[config.mk]
export PLATFORM = sky130hd
export DESIGN_NAME = triangle_tangent_frame_core_flat
export DESIGN_NICKNAME = d
export VERILOG_FILES = /design/src/rtl/ttf_pkg.sv /design/src/rtl/ttf_req_if.sv /design/src/rtl/ttf_rsp_if.sv /design/src/rtl/ttf_mac.sv /design/src/rtl/triangle_tangent_frame_core.sv /design/src/flat_wrapper.sv
export VERILOG_INCLUDE_DIRS = /design/src /design/src/rtl
export SDC_FILE = /design/constraint.sdc
export NUM_CORES = 2
export LEC_CHECK = 0
export CORE_ASPECT_RATIO = 0.8
export CORE_MARGIN = 8
export CORE_UTILIZATION = 42
export DETAILED_ROUTE_END_ITERATION = 16
export DONT_BUFFER_PORTS = 1
export PLACE_DENSITY = 0.64
export RECOVER_POWER = 100
export SLEW_MARGIN = 20
export SYNTH_ARGS = -nofsm -noshare
export SYNTH_HDL_FRONTEND = slang
export SYNTH_SLANG_ARGS = --single-unit
[constraint.sdc]
create_clock -name clock -period 27.4 [get_ports clock]
set_clock_uncertainty 0.05 [all_clocks]
set_input_delay 2.74 -clock clock [delete_from_list [all_inputs] [get_ports clock]]
set_output_delay 2.74 -clock clock [all_outputs]
set_load 0.02 [all_outputs]
[src/rtl/assert_macros.svh]
// Assertion macros shared by the RTL of the tangent frame block.
// No dependencies; simulation builds get the checks, synthesis builds get nothing.
`ifndef ASSERT_MACROS_SVH
`define ASSERT_MACROS_SVH
`ifndef SYNTHESIS
`define TTF_ASSERT_ALWAYS(lbl, clk, rst, expr) \
   lbl: assert property (@(posedge clk) disable iff (rst) (expr)) \
      else $error("tangent frame check failed");
`define TTF_ASSERT_NEXT(lbl, clk, rst, pre, post) \
   lbl: assert property (@(posedge clk) disable iff (rst) (pre) |=> (post)) \
      else $error("tangent frame check failed");
`else
`define TTF_ASSERT_ALWAYS(lbl, clk, rst, expr)
`define TTF_ASSERT_NEXT(lbl, clk, rst, pre, post)
`endif
`endif

[src/rtl/ttf_pkg.sv]
// Shared widths, sequencer states and control types of the tangent frame block.
// No dependencies; used by the interfaces, the multiply unit and the top level.
package ttf_pkg;

   localparam int COORD_W            = 32;
   localparam int DIFF_W             = 33;
   localparam int FIELD_W            = 16;
   localparam int UNIT_FRAC_BITS_DEF = 14;
   localparam int NORM_BITS          = 30;
   localparam int OP_W               = 34;
   localparam int HALF_W             = 17;
   localparam int ACC_W              = 70;
   localparam int ROOT_W             = 62;

   typedef enum logic [3:0] {
      ST_IDLE,
      ST_DET,
      ST_DET_CHK,
      ST_VEC,
      ST_VEC_ST,
      ST_LOAD,
      ST_SHIFT,
      ST_SQ,
      ST_ROOT0,
      ST_ROOT,
      ST_DIV0,
      ST_DIV,
      ST_OUT
   } ttf_state_type;

   typedef enum logic [1:0] {
      PASS_TAN,
      PASS_BIN,
      PASS_NRM
   } ttf_pass_type;

   typedef struct packed {
      logic       clear;
      logic       en;
      logic       neg;
      logic [1:0] phase;
   } ttf_mac_ctl_type;

endpackage

[src/rtl/ttf_req_if.sv]
// Vertex input channel: valid/ready handshake with one vertex per item.
// Depends on ttf_pkg for the coordinate width.
interface ttf_req_if;
   logic                                valid;
   logic                                ready;
   logic signed [ttf_pkg::COORD_W-1:0] pos_x;
   logic signed [ttf_pkg::COORD_W-1:0] pos_y;
   logic signed [ttf_pkg::COORD_W-1:0] pos_z;
   logic signed [ttf_pkg::COORD_W-1:0] tex_u;
   logic signed [ttf_pkg::COORD_W-1:0] tex_v;
   logic                                mesh_start;

   modport source (output valid, pos_x, pos_y, pos_z, tex_u, tex_v, mesh_start,
                   input ready);
   modport sink (input valid, pos_x, pos_y, pos_z, tex_u, tex_v, mesh_start,
                 output ready);
endinterface

[src/rtl/ttf_rsp_if.sv]
// Result channel: valid/ready handshake with one tangent frame per item.
// Depends on ttf_pkg for the field width.
interface ttf_rsp_if;
   logic                                valid;
   logic                                ready;
   logic signed [ttf_pkg::FIELD_W-1:0] tangent_x;
   logic signed [ttf_pkg::FIELD_W-1:0] tangent_y;
   logic signed [ttf_pkg::FIELD_W-1:0] tangent_z;
   logic signed [ttf_pkg::FIELD_W-1:0] binormal_x;
   logic signed [ttf_pkg::FIELD_W-1:0] binormal_y;
   logic signed [ttf_pkg::FIELD_W-1:0] binormal_z;
   logic signed [ttf_pkg::FIELD_W-1:0] normal_x;
   logic signed [ttf_pkg::FIELD_W-1:0] normal_y;
   logic signed [ttf_pkg::FIELD_W-1:0] normal_z;
   logic                                degenerate;

   modport source (output valid, tangent_x, tangent_y, tangent_z, binormal_x, binormal_y,
                   binormal_z, normal_x, normal_y, normal_z, degenerate,
                   input ready);
   modport sink (input valid, tangent_x, tangent_y, tangent_z, binormal_x, binormal_y,
                 binormal_z, normal_x, normal_y, normal_z, degenerate,
                 output ready);
endinterface

[src/rtl/ttf_mac.sv]
// Shared signed multiply-accumulate unit: one 17x17 partial product per cycle.
// Depends on ttf_pkg; a full 34x34 product takes four phases.
module ttf_mac (
   input  logic                                clock,
   input  ttf_pkg::ttf_mac_ctl_type            ctl,
   input  logic signed [ttf_pkg::OP_W-1:0]     op_a,
   input  logic signed [ttf_pkg::OP_W-1:0]     op_b,
   output logic signed [ttf_pkg::ACC_W-1:0]    acc
);

   logic [ttf_pkg::OP_W-1:0]       mag_a;
   logic [ttf_pkg::OP_W-1:0]       mag_b;
   logic [ttf_pkg::HALF_W-1:0]     part_a;
   logic [ttf_pkg::HALF_W-1:0]     part_b;
   logic [2*ttf_pkg::HALF_W-1:0]   pp;
   logic [ttf_pkg::ACC_W-1:0]      term;
   logic signed [ttf_pkg::ACC_W-1:0] base;
   logic signed [ttf_pkg::ACC_W-1:0] acc_ff;
   logic signed [ttf_pkg::ACC_W-1:0] acc_in;
   logic                           subtract;

   always_comb begin
      mag_a  = op_a[ttf_pkg::OP_W-1] ? -op_a : op_a;
      mag_b  = op_b[ttf_pkg::OP_W-1] ? -op_b : op_b;
      part_a = ctl.phase[1] ? mag_a[ttf_pkg::OP_W-1:ttf_pkg::HALF_W]
                            : mag_a[ttf_pkg::HALF_W-1:0];
      part_b = ctl.phase[0] ? mag_b[ttf_pkg::OP_W-1:ttf_pkg::HALF_W]
                            : mag_b[ttf_pkg::HALF_W-1:0];
      pp     = part_a * part_b;
      term   = ttf_pkg::ACC_W'(pp);
      if (ctl.phase[1]) begin
         term = term << ttf_pkg::HALF_W;
      end
      if (ctl.phase[0]) begin
         term = term << ttf_pkg::HALF_W;
      end
      subtract = op_a[ttf_pkg::OP_W-1] ^ op_b[ttf_pkg::OP_W-1] ^ ctl.neg;
      base     = ctl.clear ? '0 : acc_ff;
      acc_in   = acc_ff;
      if (ctl.en) begin
         acc_in = subtract ? base - $signed(term) : base + $signed(term);
      end else if (ctl.clear) begin
         acc_in = '0;
      end
   end

   always_ff @(posedge clock) begin
      acc_ff <= acc_in;
   end

   assign acc = acc_ff;

endmodule

[src/rtl/triangle_tangent_frame_core.sv]
// Per-triangle tangent frame: the first two corners are only stored; the third corner
// starts the determinant and then the tangent, binormal and normal passes, each with
// its normalizing shift (the passes are skipped when the texture is degenerate).
// The single 17x17 multiply-accumulate unit, the bit-per-cycle square root and the
// divider do this work in turn; no vertex is accepted meanwhile.
// Synchronous active-high reset clears the corner count, sequencer and result valid.
`include "assert_macros.svh"

module triangle_tangent_frame_core #(
   parameter int UNIT_FRAC_BITS = ttf_pkg::UNIT_FRAC_BITS_DEF
) (
   input logic        clock,
   input logic        reset,
   ttf_req_if.sink    req_ch,
   ttf_rsp_if.source  rsp_ch
);

   localparam int UW      = UNIT_FRAC_BITS + 2;
   localparam int DW      = UNIT_FRAC_BITS + ttf_pkg::NORM_BITS + 2;
   localparam int CW      = $clog2(UNIT_FRAC_BITS + 1);
   localparam int CWD     = ttf_pkg::COORD_W;
   localparam int EW      = ttf_pkg::DIFF_W;
   localparam int AW      = ttf_pkg::ACC_W;
   localparam int RW      = ttf_pkg::ROOT_W;
   localparam int NB      = ttf_pkg::NORM_BITS;
   localparam int FW      = ttf_pkg::FIELD_W;
   localparam logic [UNIT_FRAC_BITS:0] QUO_MAX = {1'b1, {UNIT_FRAC_BITS{1'b0}}};

   ttf_pkg::ttf_state_type state_ff, state_in;
   ttf_pkg::ttf_pass_type  pass_ff, pass_in;
   logic [1:0]             corner_ff, corner_in;
   logic [1:0]             comp_ff, comp_in;
   logic [1:0]             term_ff, term_in;
   logic [1:0]             phase_ff, phase_in;
   logic                   det_neg_ff, det_neg_in;
   logic                   deg_ff, deg_in;
   logic                   rsp_valid_ff, rsp_valid_in;

   logic signed [CWD-1:0]  held_pos_ff [6];
   logic signed [CWD-1:0]  held_pos_in [6];
   logic signed [CWD-1:0]  held_tex_ff [4];
   logic signed [CWD-1:0]  held_tex_in [4];
   logic signed [EW-1:0]   e1_ff [3];
   logic signed [EW-1:0]   e1_in [3];
   logic signed [EW-1:0]   e2_ff [3];
   logic signed [EW-1:0]   e2_in [3];
   logic signed [EW-1:0]   du1_ff, du1_in, dv1_ff, dv1_in;
   logic signed [EW-1:0]   du2_ff, du2_in, dv2_ff, dv2_in;
   logic signed [AW-1:0]   vec_ff [3];
   logic signed [AW-1:0]   vec_in [3];
   logic [AW-1:0]          mag_ff [3];
   logic [AW-1:0]          mag_in [3];
   logic                   sgn_ff [3];
   logic                   sgn_in [3];
   logic [RW-1:0]          root_x_ff, root_x_in;
   logic [RW-1:0]          root_r_ff, root_r_in;
   logic [RW-1:0]          root_bit_ff, root_bit_in;
   logic [DW-1:0]          rem_ff, rem_in;
   logic [DW-1:0]          dvs_ff, dvs_in;
   logic [UNIT_FRAC_BITS:0] quo_ff, quo_in;
   logic [CW-1:0]          cnt_ff, cnt_in;
   logic signed [UW-1:0]   unit_ff [3][3];
   logic signed [UW-1:0]   unit_in [3][3];
   logic signed [FW-1:0]   out_ff [9];
   logic signed [FW-1:0]   out_in [9];
   logic                   out_deg_ff, out_deg_in;

   ttf_pkg::ttf_mac_ctl_type mac_ctl;
   logic signed [ttf_pkg::OP_W-1:0] op_a, op_b;
   logic signed [AW-1:0]   acc;

   logic                   accept;
   logic                   third_accept;
   logic [1:0]             corner_idx;
   logic signed [CWD-1:0]  in_pos [3];
   logic [AW-1:0]          or_all;
   logic [1:0]             nrm_i, nrm_j;
   logic [1:0]             last_term;
   logic                   pass_done;
   logic [RW-1:0]          root_try;
   logic                   div_ge;
   logic [UNIT_FRAC_BITS:0] quo_next;
   logic [UW-1:0]          quo_ext;
   logic                   rsp_load;

   ttf_mac u_mac (
      .clock (clock),
      .ctl   (mac_ctl),
      .op_a  (op_a),
      .op_b  (op_b),
      .acc   (acc)
   );

   assign in_pos[0] = req_ch.pos_x;
   assign in_pos[1] = req_ch.pos_y;
   assign in_pos[2] = req_ch.pos_z;

   assign req_ch.ready = (state_ff == ttf_pkg::ST_IDLE);
   assign accept       = req_ch.valid && req_ch.ready;
   assign corner_idx   = req_ch.mesh_start ? 2'd0 : corner_ff;
   assign third_accept = accept && corner_idx[1];

   assign or_all   = mag_ff[0] | mag_ff[1] | mag_ff[2];
   assign root_try = root_r_ff + root_bit_ff;
   assign div_ge   = (rem_ff >= dvs_ff);
   assign quo_next = {quo_ff[UNIT_FRAC_BITS-1:0], div_ge};
   assign quo_ext  = UW'(quo_next);

   // Normal pass crosses component i = comp+1 and j = comp+2 (mod 3).
   always_comb begin
      case (comp_ff)
         2'd0: begin
            nrm_i = 2'd1;
            nrm_j = 2'd2;
         end
         2'd1: begin
            nrm_i = 2'd2;
            nrm_j = 2'd0;
         end
         default: begin
            nrm_i = 2'd0;
            nrm_j = 2'd1;
         end
      endcase
   end

   // Operand selection for the shared multiply unit.
   always_comb begin
      op_a          = '0;
      op_b          = '0;
      mac_ctl.neg   = term_ff[0] && (state_ff != ttf_pkg::ST_SQ);
      mac_ctl.phase = phase_ff;
      mac_ctl.en    = (state_ff == ttf_pkg::ST_DET) || (state_ff == ttf_pkg::ST_VEC) ||
                      (state_ff == ttf_pkg::ST_SQ);
      mac_ctl.clear = mac_ctl.en && (term_ff == 2'd0) && (phase_ff == 2'd0);
      case (state_ff)
         ttf_pkg::ST_DET: begin
            op_a = term_ff[0] ? ttf_pkg::OP_W'(dv1_ff) : ttf_pkg::OP_W'(du1_ff);
            op_b = term_ff[0] ? ttf_pkg::OP_W'(du2_ff) : ttf_pkg::OP_W'(dv2_ff);
         end
         ttf_pkg::ST_VEC: begin
            case (pass_ff)
               ttf_pkg::PASS_TAN: begin
                  op_a = term_ff[0] ? ttf_pkg::OP_W'(dv1_ff) : ttf_pkg::OP_W'(dv2_ff);
                  op_b = term_ff[0] ? ttf_pkg::OP_W'(e2_ff[comp_ff])
                                    : ttf_pkg::OP_W'(e1_ff[comp_ff]);
               end
               ttf_pkg::PASS_BIN: begin
                  op_a = term_ff[0] ? ttf_pkg::OP_W'(du2_ff) : ttf_pkg::OP_W'(du1_ff);
                  op_b = term_ff[0] ? ttf_pkg::OP_W'(e1_ff[comp_ff])
                                    : ttf_pkg::OP_W'(e2_ff[comp_ff]);
               end
               default: begin
                  op_a = term_ff[0] ? ttf_pkg::OP_W'(unit_ff[0][nrm_j])
                                    : ttf_pkg::OP_W'(unit_ff[0][nrm_i]);
                  op_b = term_ff[0] ? ttf_pkg::OP_W'(unit_ff[1][nrm_i])
                                    : ttf_pkg::OP_W'(unit_ff[1][nrm_j]);
               end
            endcase
         end
         ttf_pkg::ST_SQ: begin
            op_a = ttf_pkg::OP_W'(mag_ff[term_ff][NB-1:0]);
            op_b = ttf_pkg::OP_W'(mag_ff[term_ff][NB-1:0]);
         end
         default: begin
            op_a = '0;
            op_b = '0;
         end
      endcase
   end

   // Sequencer: next state and datapath updates.
   always_comb begin
      state_in     = state_ff;
      pass_in      = pass_ff;
      corner_in    = corner_ff;
      comp_in      = comp_ff;
      term_in      = term_ff;
      phase_in     = phase_ff;
      det_neg_in   = det_neg_ff;
      deg_in       = deg_ff;
      held_pos_in  = held_pos_ff;
      held_tex_in  = held_tex_ff;
      e1_in        = e1_ff;
      e2_in        = e2_ff;
      du1_in       = du1_ff;
      dv1_in       = dv1_ff;
      du2_in       = du2_ff;
      dv2_in       = dv2_ff;
      vec_in       = vec_ff;
      mag_in       = mag_ff;
      sgn_in       = sgn_ff;
      root_x_in    = root_x_ff;
      root_r_in    = root_r_ff;
      root_bit_in  = root_bit_ff;
      rem_in       = rem_ff;
      dvs_in       = dvs_ff;
      quo_in       = quo_ff;
      cnt_in       = cnt_ff;
      unit_in      = unit_ff;
      out_in       = out_ff;
      out_deg_in   = out_deg_ff;
      pass_done    = 1'b0;
      rsp_load     = 1'b0;
      last_term    = (state_ff == ttf_pkg::ST_SQ) ? 2'd2 : 2'd1;

      case (state_ff)
         ttf_pkg::ST_IDLE: begin
            if (accept) begin
               if (!corner_idx[1]) begin
                  for (int k = 0; k < 3; k++) begin
                     held_pos_in[{corner_idx[0], 1'b0} + corner_idx + 3'(k)] = in_pos[k];
                  end
                  held_tex_in[{corner_idx[0], 1'b0}]       = req_ch.tex_u;
                  held_tex_in[{corner_idx[0], 1'b0} + 2'd1] = req_ch.tex_v;
                  corner_in = corner_idx + 2'd1;
               end else begin
                  for (int k = 0; k < 3; k++) begin
                     e1_in[k] = EW'(held_pos_ff[3 + k]) - EW'(held_pos_ff[k]);
                     e2_in[k] = EW'(in_pos[k]) - EW'(held_pos_ff[k]);
                  end
                  du1_in    = EW'(held_tex_ff[2]) - EW'(held_tex_ff[0]);
                  dv1_in    = EW'(held_tex_ff[3]) - EW'(held_tex_ff[1]);
                  du2_in    = EW'(req_ch.tex_u) - EW'(held_tex_ff[0]);
                  dv2_in    = EW'(req_ch.tex_v) - EW'(held_tex_ff[1]);
                  corner_in = 2'd0;
                  term_in   = 2'd0;
                  phase_in  = 2'd0;
                  state_in  = ttf_pkg::ST_DET;
               end
            end
         end
         ttf_pkg::ST_DET, ttf_pkg::ST_VEC, ttf_pkg::ST_SQ: begin
            phase_in = phase_ff + 2'd1;
            if (phase_ff == 2'd3) begin
               if (term_ff == last_term) begin
                  term_in = 2'd0;
                  case (state_ff)
                     ttf_pkg::ST_DET: state_in = ttf_pkg::ST_DET_CHK;
                     ttf_pkg::ST_VEC: state_in = ttf_pkg::ST_VEC_ST;
                     default:         state_in = ttf_pkg::ST_ROOT0;
                  endcase
               end else begin
                  term_in = term_ff + 2'd1;
               end
            end
         end
         ttf_pkg::ST_DET_CHK: begin
            if (acc == '0) begin
               deg_in   = 1'b1;
               state_in = ttf_pkg::ST_OUT;
            end else begin
               deg_in     = 1'b0;
               det_neg_in = acc[AW-1];
               pass_in    = ttf_pkg::PASS_TAN;
               comp_in    = 2'd0;
               term_in    = 2'd0;
               phase_in   = 2'd0;
               state_in   = ttf_pkg::ST_VEC;
            end
         end
         ttf_pkg::ST_VEC_ST: begin
            // Tangent and binormal take the sign of the texture determinant.
            vec_in[comp_ff] = (pass_ff != ttf_pkg::PASS_NRM && det_neg_ff) ? -acc : acc;
            if (comp_ff == 2'd2) begin
               comp_in  = 2'd0;
               state_in = ttf_pkg::ST_LOAD;
            end else begin
               comp_in  = comp_ff + 2'd1;
               state_in = ttf_pkg::ST_VEC;
            end
         end
         ttf_pkg::ST_LOAD: begin
            for (int k = 0; k < 3; k++) begin
               sgn_in[k] = vec_ff[k][AW-1];
               mag_in[k] = vec_ff[k][AW-1] ? -vec_ff[k] : vec_ff[k];
            end
            if (vec_ff[0] == '0 && vec_ff[1] == '0 && vec_ff[2] == '0) begin
               for (int k = 0; k < 3; k++) begin
                  unit_in[pass_ff][k] = '0;
               end
               pass_done = 1'b1;
            end else begin
               state_in = ttf_pkg::ST_SHIFT;
            end
         end
         ttf_pkg::ST_SHIFT: begin
            // Bring the largest magnitude into [2^29, 2^30); right shifts truncate.
            if (or_all[AW-1:NB+8] != '0) begin
               for (int k = 0; k < 3; k++) mag_in[k] = mag_ff[k] >> 8;
            end else if (or_all[AW-1:NB] != '0) begin
               for (int k = 0; k < 3; k++) mag_in[k] = mag_ff[k] >> 1;
            end else if (or_all[AW-1:NB-9] == '0) begin
               for (int k = 0; k < 3; k++) mag_in[k] = mag_ff[k] << 8;
            end else if (!or_all[NB-1]) begin
               for (int k = 0; k < 3; k++) mag_in[k] = mag_ff[k] << 1;
            end else begin
               term_in  = 2'd0;
               phase_in = 2'd0;
               state_in = ttf_pkg::ST_SQ;
            end
         end
         ttf_pkg::ST_ROOT0: begin
            root_x_in   = acc[RW-1:0];
            root_r_in   = '0;
            root_bit_in = RW'(1) << (RW - 2);
            state_in    = ttf_pkg::ST_ROOT;
         end
         ttf_pkg::ST_ROOT: begin
            if (root_x_ff >= root_try) begin
               root_x_in = root_x_ff - root_try;
               root_r_in = (root_r_ff >> 1) + root_bit_ff;
            end else begin
               root_r_in = root_r_ff >> 1;
            end
            root_bit_in = root_bit_ff >> 2;
            if (root_bit_ff[0]) begin
               comp_in  = 2'd0;
               state_in = ttf_pkg::ST_DIV0;
            end
         end
         ttf_pkg::ST_DIV0: begin
            // Rounded quotient: (c * 2^U + len/2) / len, one bit per cycle.
            rem_in   = (DW'(mag_ff[comp_ff][NB-1:0]) << UNIT_FRAC_BITS) +
                       DW'(root_r_ff >> 1);
            dvs_in   = DW'(root_r_ff) << UNIT_FRAC_BITS;
            quo_in   = '0;
            cnt_in   = CW'(UNIT_FRAC_BITS);
            state_in = ttf_pkg::ST_DIV;
         end
         ttf_pkg::ST_DIV: begin
            if (div_ge) begin
               rem_in = rem_ff - dvs_ff;
            end
            dvs_in = dvs_ff >> 1;
            quo_in = quo_next;
            cnt_in = cnt_ff - CW'(1);
            if (cnt_ff == '0) begin
               unit_in[pass_ff][comp_ff] = sgn_ff[comp_ff] ? -quo_ext : quo_ext;
               if (comp_ff == 2'd2) begin
                  pass_done = 1'b1;
               end else begin
                  comp_in  = comp_ff + 2'd1;
                  state_in = ttf_pkg::ST_DIV0;
               end
            end
         end
         ttf_pkg::ST_OUT: begin
            if (!rsp_valid_ff || rsp_ch.ready) begin
               rsp_load = 1'b1;
               for (int k = 0; k < 3; k++) begin
                  out_in[k]     = deg_ff ? '0 : FW'(unit_ff[0][k]);
                  out_in[3 + k] = deg_ff ? '0 : FW'(unit_ff[1][k]);
                  out_in[6 + k] = deg_ff ? '0 : FW'(unit_ff[2][k]);
               end
               out_deg_in = deg_ff;
               state_in   = ttf_pkg::ST_IDLE;
            end
         end
         default: begin
            state_in = ttf_pkg::ST_IDLE;
         end
      endcase

      if (pass_done) begin
         if (pass_ff == ttf_pkg::PASS_NRM) begin
            state_in = ttf_pkg::ST_OUT;
         end else begin
            pass_in  = (pass_ff == ttf_pkg::PASS_TAN) ? ttf_pkg::PASS_BIN : ttf_pkg::PASS_NRM;
            comp_in  = 2'd0;
            term_in  = 2'd0;
            phase_in = 2'd0;
            state_in = ttf_pkg::ST_VEC;
         end
      end

      rsp_valid_in = rsp_load || (rsp_valid_ff && !rsp_ch.ready);
   end

   always_ff @(posedge clock) begin
      if (reset) begin
         state_ff     <= ttf_pkg::ST_IDLE;
         corner_ff    <= 2'd0;
         rsp_valid_ff <= 1'b0;
      end else begin
         state_ff     <= state_in;
         corner_ff    <= corner_in;
         rsp_valid_ff <= rsp_valid_in;
      end
   end

   always_ff @(posedge clock) begin
      pass_ff     <= pass_in;
      comp_ff     <= comp_in;
      term_ff     <= term_in;
      phase_ff    <= phase_in;
      det_neg_ff  <= det_neg_in;
      deg_ff      <= deg_in;
      held_pos_ff <= held_pos_in;
      held_tex_ff <= held_tex_in;
      e1_ff       <= e1_in;
      e2_ff       <= e2_in;
      du1_ff      <= du1_in;
      dv1_ff      <= dv1_in;
      du2_ff      <= du2_in;
      dv2_ff      <= dv2_in;
      vec_ff      <= vec_in;
      mag_ff      <= mag_in;
      sgn_ff      <= sgn_in;
      root_x_ff   <= root_x_in;
      root_r_ff   <= root_r_in;
      root_bit_ff <= root_bit_in;
      rem_ff      <= rem_in;
      dvs_ff      <= dvs_in;
      quo_ff      <= quo_in;
      cnt_ff      <= cnt_in;
      unit_ff     <= unit_in;
      out_ff      <= out_in;
      out_deg_ff  <= out_deg_in;
   end

   assign rsp_ch.valid      = rsp_valid_ff;
   assign rsp_ch.tangent_x  = out_ff[0];
   assign rsp_ch.tangent_y  = out_ff[1];
   assign rsp_ch.tangent_z  = out_ff[2];
   assign rsp_ch.binormal_x = out_ff[3];
   assign rsp_ch.binormal_y = out_ff[4];
   assign rsp_ch.binormal_z = out_ff[5];
   assign rsp_ch.normal_x   = out_ff[6];
   assign rsp_ch.normal_y   = out_ff[7];
   assign rsp_ch.normal_z   = out_ff[8];
   assign rsp_ch.degenerate = out_deg_ff;

   `TTF_ASSERT_ALWAYS(a_corner_range, clock, reset, corner_ff != 2'd3)
   `TTF_ASSERT_NEXT(a_third_starts, clock, reset, third_accept, state_ff == ttf_pkg::ST_DET)
   `TTF_ASSERT_ALWAYS(a_normalized, clock, reset,
      state_ff != ttf_pkg::ST_SQ || (or_all[AW-1:NB] == '0 && or_all[NB-1]))
   `TTF_ASSERT_ALWAYS(a_quo_bound, clock, reset,
      state_ff != ttf_pkg::ST_DIV || cnt_ff != '0 || quo_next <= QUO_MAX)

endmodule
[src/flat_wrapper.sv]
// flat-port wrapper written by rule: the top's interface ports become plain ports
module triangle_tangent_frame_core_flat 
#(
   parameter int UNIT_FRAC_BITS = ttf_pkg::UNIT_FRAC_BITS_DEF
)
  (clock, reset, req_ch_valid, req_ch_pos_x, req_ch_pos_y, req_ch_pos_z, req_ch_tex_u, req_ch_tex_v, req_ch_mesh_start, req_ch_ready, rsp_ch_valid, rsp_ch_tangent_x, rsp_ch_tangent_y, rsp_ch_tangent_z, rsp_ch_binormal_x, rsp_ch_binormal_y, rsp_ch_binormal_z, rsp_ch_normal_x, rsp_ch_normal_y, rsp_ch_normal_z, rsp_ch_degenerate, rsp_ch_ready);
  ttf_req_if req_ch_i ();
  ttf_rsp_if rsp_ch_i ();
  input logic clock;
  input logic reset;
  input wire logic [$bits(req_ch_i.valid)-1:0] req_ch_valid;
  input wire logic [$bits(req_ch_i.pos_x)-1:0] req_ch_pos_x;
  input wire logic [$bits(req_ch_i.pos_y)-1:0] req_ch_pos_y;
  input wire logic [$bits(req_ch_i.pos_z)-1:0] req_ch_pos_z;
  input wire logic [$bits(req_ch_i.tex_u)-1:0] req_ch_tex_u;
  input wire logic [$bits(req_ch_i.tex_v)-1:0] req_ch_tex_v;
  input wire logic [$bits(req_ch_i.mesh_start)-1:0] req_ch_mesh_start;
  output wire logic [$bits(req_ch_i.ready)-1:0] req_ch_ready;
  output wire logic [$bits(rsp_ch_i.valid)-1:0] rsp_ch_valid;
  output wire logic [$bits(rsp_ch_i.tangent_x)-1:0] rsp_ch_tangent_x;
  output wire logic [$bits(rsp_ch_i.tangent_y)-1:0] rsp_ch_tangent_y;
  output wire logic [$bits(rsp_ch_i.tangent_z)-1:0] rsp_ch_tangent_z;
  output wire logic [$bits(rsp_ch_i.binormal_x)-1:0] rsp_ch_binormal_x;
  output wire logic [$bits(rsp_ch_i.binormal_y)-1:0] rsp_ch_binormal_y;
  output wire logic [$bits(rsp_ch_i.binormal_z)-1:0] rsp_ch_binormal_z;
  output wire logic [$bits(rsp_ch_i.normal_x)-1:0] rsp_ch_normal_x;
  output wire logic [$bits(rsp_ch_i.normal_y)-1:0] rsp_ch_normal_y;
  output wire logic [$bits(rsp_ch_i.normal_z)-1:0] rsp_ch_normal_z;
  output wire logic [$bits(rsp_ch_i.degenerate)-1:0] rsp_ch_degenerate;
  input wire logic [$bits(rsp_ch_i.ready)-1:0] rsp_ch_ready;
  assign req_ch_i.valid = req_ch_valid;
  assign req_ch_i.pos_x = req_ch_pos_x;
  assign req_ch_i.pos_y = req_ch_pos_y;
  assign req_ch_i.pos_z = req_ch_pos_z;
  assign req_ch_i.tex_u = req_ch_tex_u;
  assign req_ch_i.tex_v = req_ch_tex_v;
  assign req_ch_i.mesh_start = req_ch_mesh_start;
  assign req_ch_ready = req_ch_i.ready;
  assign rsp_ch_valid = rsp_ch_i.valid;
  assign rsp_ch_tangent_x = rsp_ch_i.tangent_x;
  assign rsp_ch_tangent_y = rsp_ch_i.tangent_y;
  assign rsp_ch_tangent_z = rsp_ch_i.tangent_z;
  assign rsp_ch_binormal_x = rsp_ch_i.binormal_x;
  assign rsp_ch_binormal_y = rsp_ch_i.binormal_y;
  assign rsp_ch_binormal_z = rsp_ch_i.binormal_z;
  assign rsp_ch_normal_x = rsp_ch_i.normal_x;
  assign rsp_ch_normal_y = rsp_ch_i.normal_y;
  assign rsp_ch_normal_z = rsp_ch_i.normal_z;
  assign rsp_ch_degenerate = rsp_ch_i.degenerate;
  assign rsp_ch_i.ready = rsp_ch_ready;
  triangle_tangent_frame_core #(.UNIT_FRAC_BITS(UNIT_FRAC_BITS)) u_core (.clock(clock), .reset(reset), .req_ch(req_ch_i), .rsp_ch(rsp_ch_i));
endmodule
==> out/summary.txt <==
most common cell after layout, fill and taps aside: edfxtp_1
Worst Reg-to-Reg Cells: 52
clock share of power: 15.6%
crit path DAT: 22,630 ps
Vias: 100,000
Worst path most repeated cell: o21ai_0
Period minus WS final: 22,020 ps
clk buf depth: 4
worst vdd ir: 198 uV
switching power: 8310 uW
HPWL Detailed: 316,000 um
#FFs+latches synth: 1,714
CP Depth: 52
Buffers on Ports: 0
Synth Instances: 12,900
setup total negative slack: 0 ps
Post-route DRC: 0
Detail Route Antenna Nets: 0
Req. time, crit path: 28,000 ps
Flop pwr share: 22.0%
syn_area_per_cell: 9.51 sq um
Clock Latency Late Sink: 940 ps
clk root buf: clkbuf_16
family with the most delay on the worst path: compound AO/OA/AOI/OAI gates
fin crit share: 80.4%
ys async rst share: 0%
Reg clk slew, reported paths: 70 ps
layout cells sized above 1: 5.03%
TritonCTS clock tree: built
count of hold-fix buffers inserted at cts: 0
sw frac: 48.7%
DRT Wirelength: 412,000 um
First-pass DRT Iterations: 9
Net Count, Synth: 14,000
Power Dens Cells: 129 nW/um^2
Synth Area in XOR/XNOR: 6.60%
area share of fa/ha/maj cells after synthesis: 11.3%
Clock Sinks: 1,714
violated checks: max-capacitance violations, max-slew violations
CTS H-tree lvls: 4
Crit Path Class: flip-flop to flip-flop
Ys Warns: 0
routability congestion estimate: 0.980
final net count: 13,800
DIE AREA: 309,000 sq um
Synth Cell Area: 122,000 sq um
I/O Pins: 312
prevailing post-synth register cell: edfxtp_1
Core Area: 290,000 sq um
GR Overflow Total: 0
first-pass GRT wire length: 608,000 um
simple-gate portion of the synthesized area: 16.1%
complex-gate fraction of the synthesized area: 17.6%
EDFF count, synth: 1,630
largest net degree at the start of global routing: 102
initial antenna violation count: 18
worst hold path stage count: 2
Achievable Freq: 45.4 MHz
Starting DRT DRC Count: 12,800
Seq/Total Area, Yosys: 41.4%
TritonCTS buffer count: 195
most frequent cells in the layout: 1,630 x edfxtp_1, 1,391 x nand2_1, 1,006 x nor2_1, 981 x o21ai_0, 916 x a21oi_1
CP endpoint kind: flip-flop
WL/cell: 24.8 um
final hold vios: 0
max-cap violation count: 70
status: complete, but fails checks
hold_ws: 410 ps
P&R area growth vs syn: 8.19%
post-synthesis mux area share: 2.70%
Slowest-stage cell, CP: dfxtp_1
die width: 620 um
fillers: 27,300
synth unique cells: 100
Pins Over Slew Limit: 3,390
max incr delay on CP: 2600 ps
RSZ-0062 raised after global routing: no
Worst Path Max Fanout: 54
die height: 499 um
hold crit path type: flip-flop to flip-flop
relative slew slack: -206%
combinational family with the most area after synthesis: compound AO/OA/AOI/OAI gates
vias per cell: 6.02
Pleak: 0.0500 uW
Buf+Inv Stages, Crit Path: 6
Internal Power: 8770 uW
All-Layer GR Usage: 25.5%
Starting Density: 42.1%
setup bufs post-CTS: 0
Critical Path Source Type: flip-flop
std cell rows: 177
Slew @ Worst Pin: 4590 ps
Final Util: 45.6%
PostCTS Resize Cnt: 0
number of global-route vias before repair: 91,100
final setup fails: 0
Comb power frac: 62.3%
## worst paths after layout
| path | from | slack, ps | end |
|---|---|---|---|
| min | u_core.corner_ff[1] | 410 | u_core.corner_ff[1] |
| max reg2reg | u_core.comp_ff[1] | 5380 | u_core.u_mac.acc[66] |
| min reg2reg | u_core.corner_ff[1] | 410 | u_core.corner_ff[1] |
| max | u_core.comp_ff[1] | 5380 | u_core.u_mac.acc[66] |
## cells in the mapped netlist, types with 51 or more instances
library cell / count / area (sq um)
a22o_1: 59 / 517
ha_1: 724 / 9060
and3_1: 145 / 907
edfxtp_1: 1630 / 48900
nand2_1: 1393 / 5230
nand2b_1: 128 / 801
o31ai_1: 113 / 848
a22oi_1: 55 / 413
xor2_1: 476 / 4170
a221oi_1: 67 / 587
nor4_1: 88 / 551
a31o_2: 55 / 482
mux2i_1: 211 / 2110
o21bai_1: 102 / 766
xnor2_1: 446 / 3910
a21o_1: 173 / 1300
inv_1: 767 / 2880
nand3_1: 204 / 1020
o21a_1: 79 / 593
or3_1: 119 / 744
nor3_1: 254 / 1270
fa_1: 238 / 4760
nand4_1: 70 / 438
nor2b_1: 281 / 1760
mux2_2: 80 / 901
a311oi_1: 59 / 517
or4_1: 61 / 458
a21oi_1: 916 / 4580
o21ai_0: 980 / 4900
and2_1: 244 / 1530
a211oi_1: 204 / 1530
a31oi_1: 141 / 882
nor2_1: 1012 / 3800
o211ai_1: 51 / 383
dfxtp_1: 84 / 1680
clkbuf_1: 510 / 1910
a21boi_0: 52 / 390
## state kept, by name, indices dropped and copies added (netlist names), 31 cells and up, named ones only
| register | count |
|---|---|
| u_core.du1_ff | 33 |
| u_core.du2_ff | 33 |
| u_core.dv1_ff | 33 |
| u_core.dv2_ff | 33 |
| u_core.dvs_ff | 46 |
| u_core.e1_ff | 99 |
| u_core.e2_ff | 99 |
| u_core.held_pos_ff | 192 |
| u_core.held_tex_ff | 128 |
| u_core.mag_ff | 210 |
| u_core.rem_ff | 46 |
| u_core.root_bit_ff | 31 |
| u_core.root_r_ff | 62 |
| u_core.root_x_ff | 62 |
| u_core.u_mac.acc | 70 |
| u_core.unit_ff | 144 |
| u_core.vec_ff | 210 |
## kinds of logic after synthesis
family | Yosys count
and+or+nand+nor | 4154
AOI/OAI and AO/OA | 3437
DFF | 1714
buffers and inverters | 1369
adders and majority gates | 963
xor gates and xnor gates | 922
muxes | 307
## layout make-up
cell class              count  area, sq um  share of cell area [%]
clock buffers             228         5060                    3.82
repair buffers            174          998                   0.754
multi-input cells        9783        66700                    50.4
flip-flops and latches   1714        50600                    38.2
diodes                     10         25.0                  0.0189
clock inverters           123         1260                   0.953
well taps                3848         4810                    3.64
inverters                 773         2920                    2.20
## per-layer routing
layer  share of wire [%]  routed length [um]  global-route usage [%]
met2                  40              164000                    35.6
met3                  12               47600                    6.49
met5               0.017                  69                       0
met4                 2.7               11300                    5.84
met1                  46              190000                    39.3
## power by group through the flow
stage	clock network (uW)	registers, uW	logic, uW
after global routing	2780	3780	11700
after global placement	0	3780	10400
after CTS	2690	3730	10400
final	2670	3770	10700
after detailed placement	0	3780	10400
after floorplan	0	3630	7520
## worst min-delay path, cell delays in order (launching register included)
cell and delay, ps:
dfxtp_1 310, nand2_1 60, a21oi_1 60
## per-stage QoR
stage	setup slack (ps)	power, uW	cells	area [sq um]
after detailed placement	9300	14200	16300	127000
after global routing	4140	18200	16600	132000
after global placement	9370	14100	16300	127000
after floorplan	9640	11200	12900	122000
final	5380	17100	16700	132000
after CTS	9080	16900	16600	133000
Power figures use the tool's default switching activity.
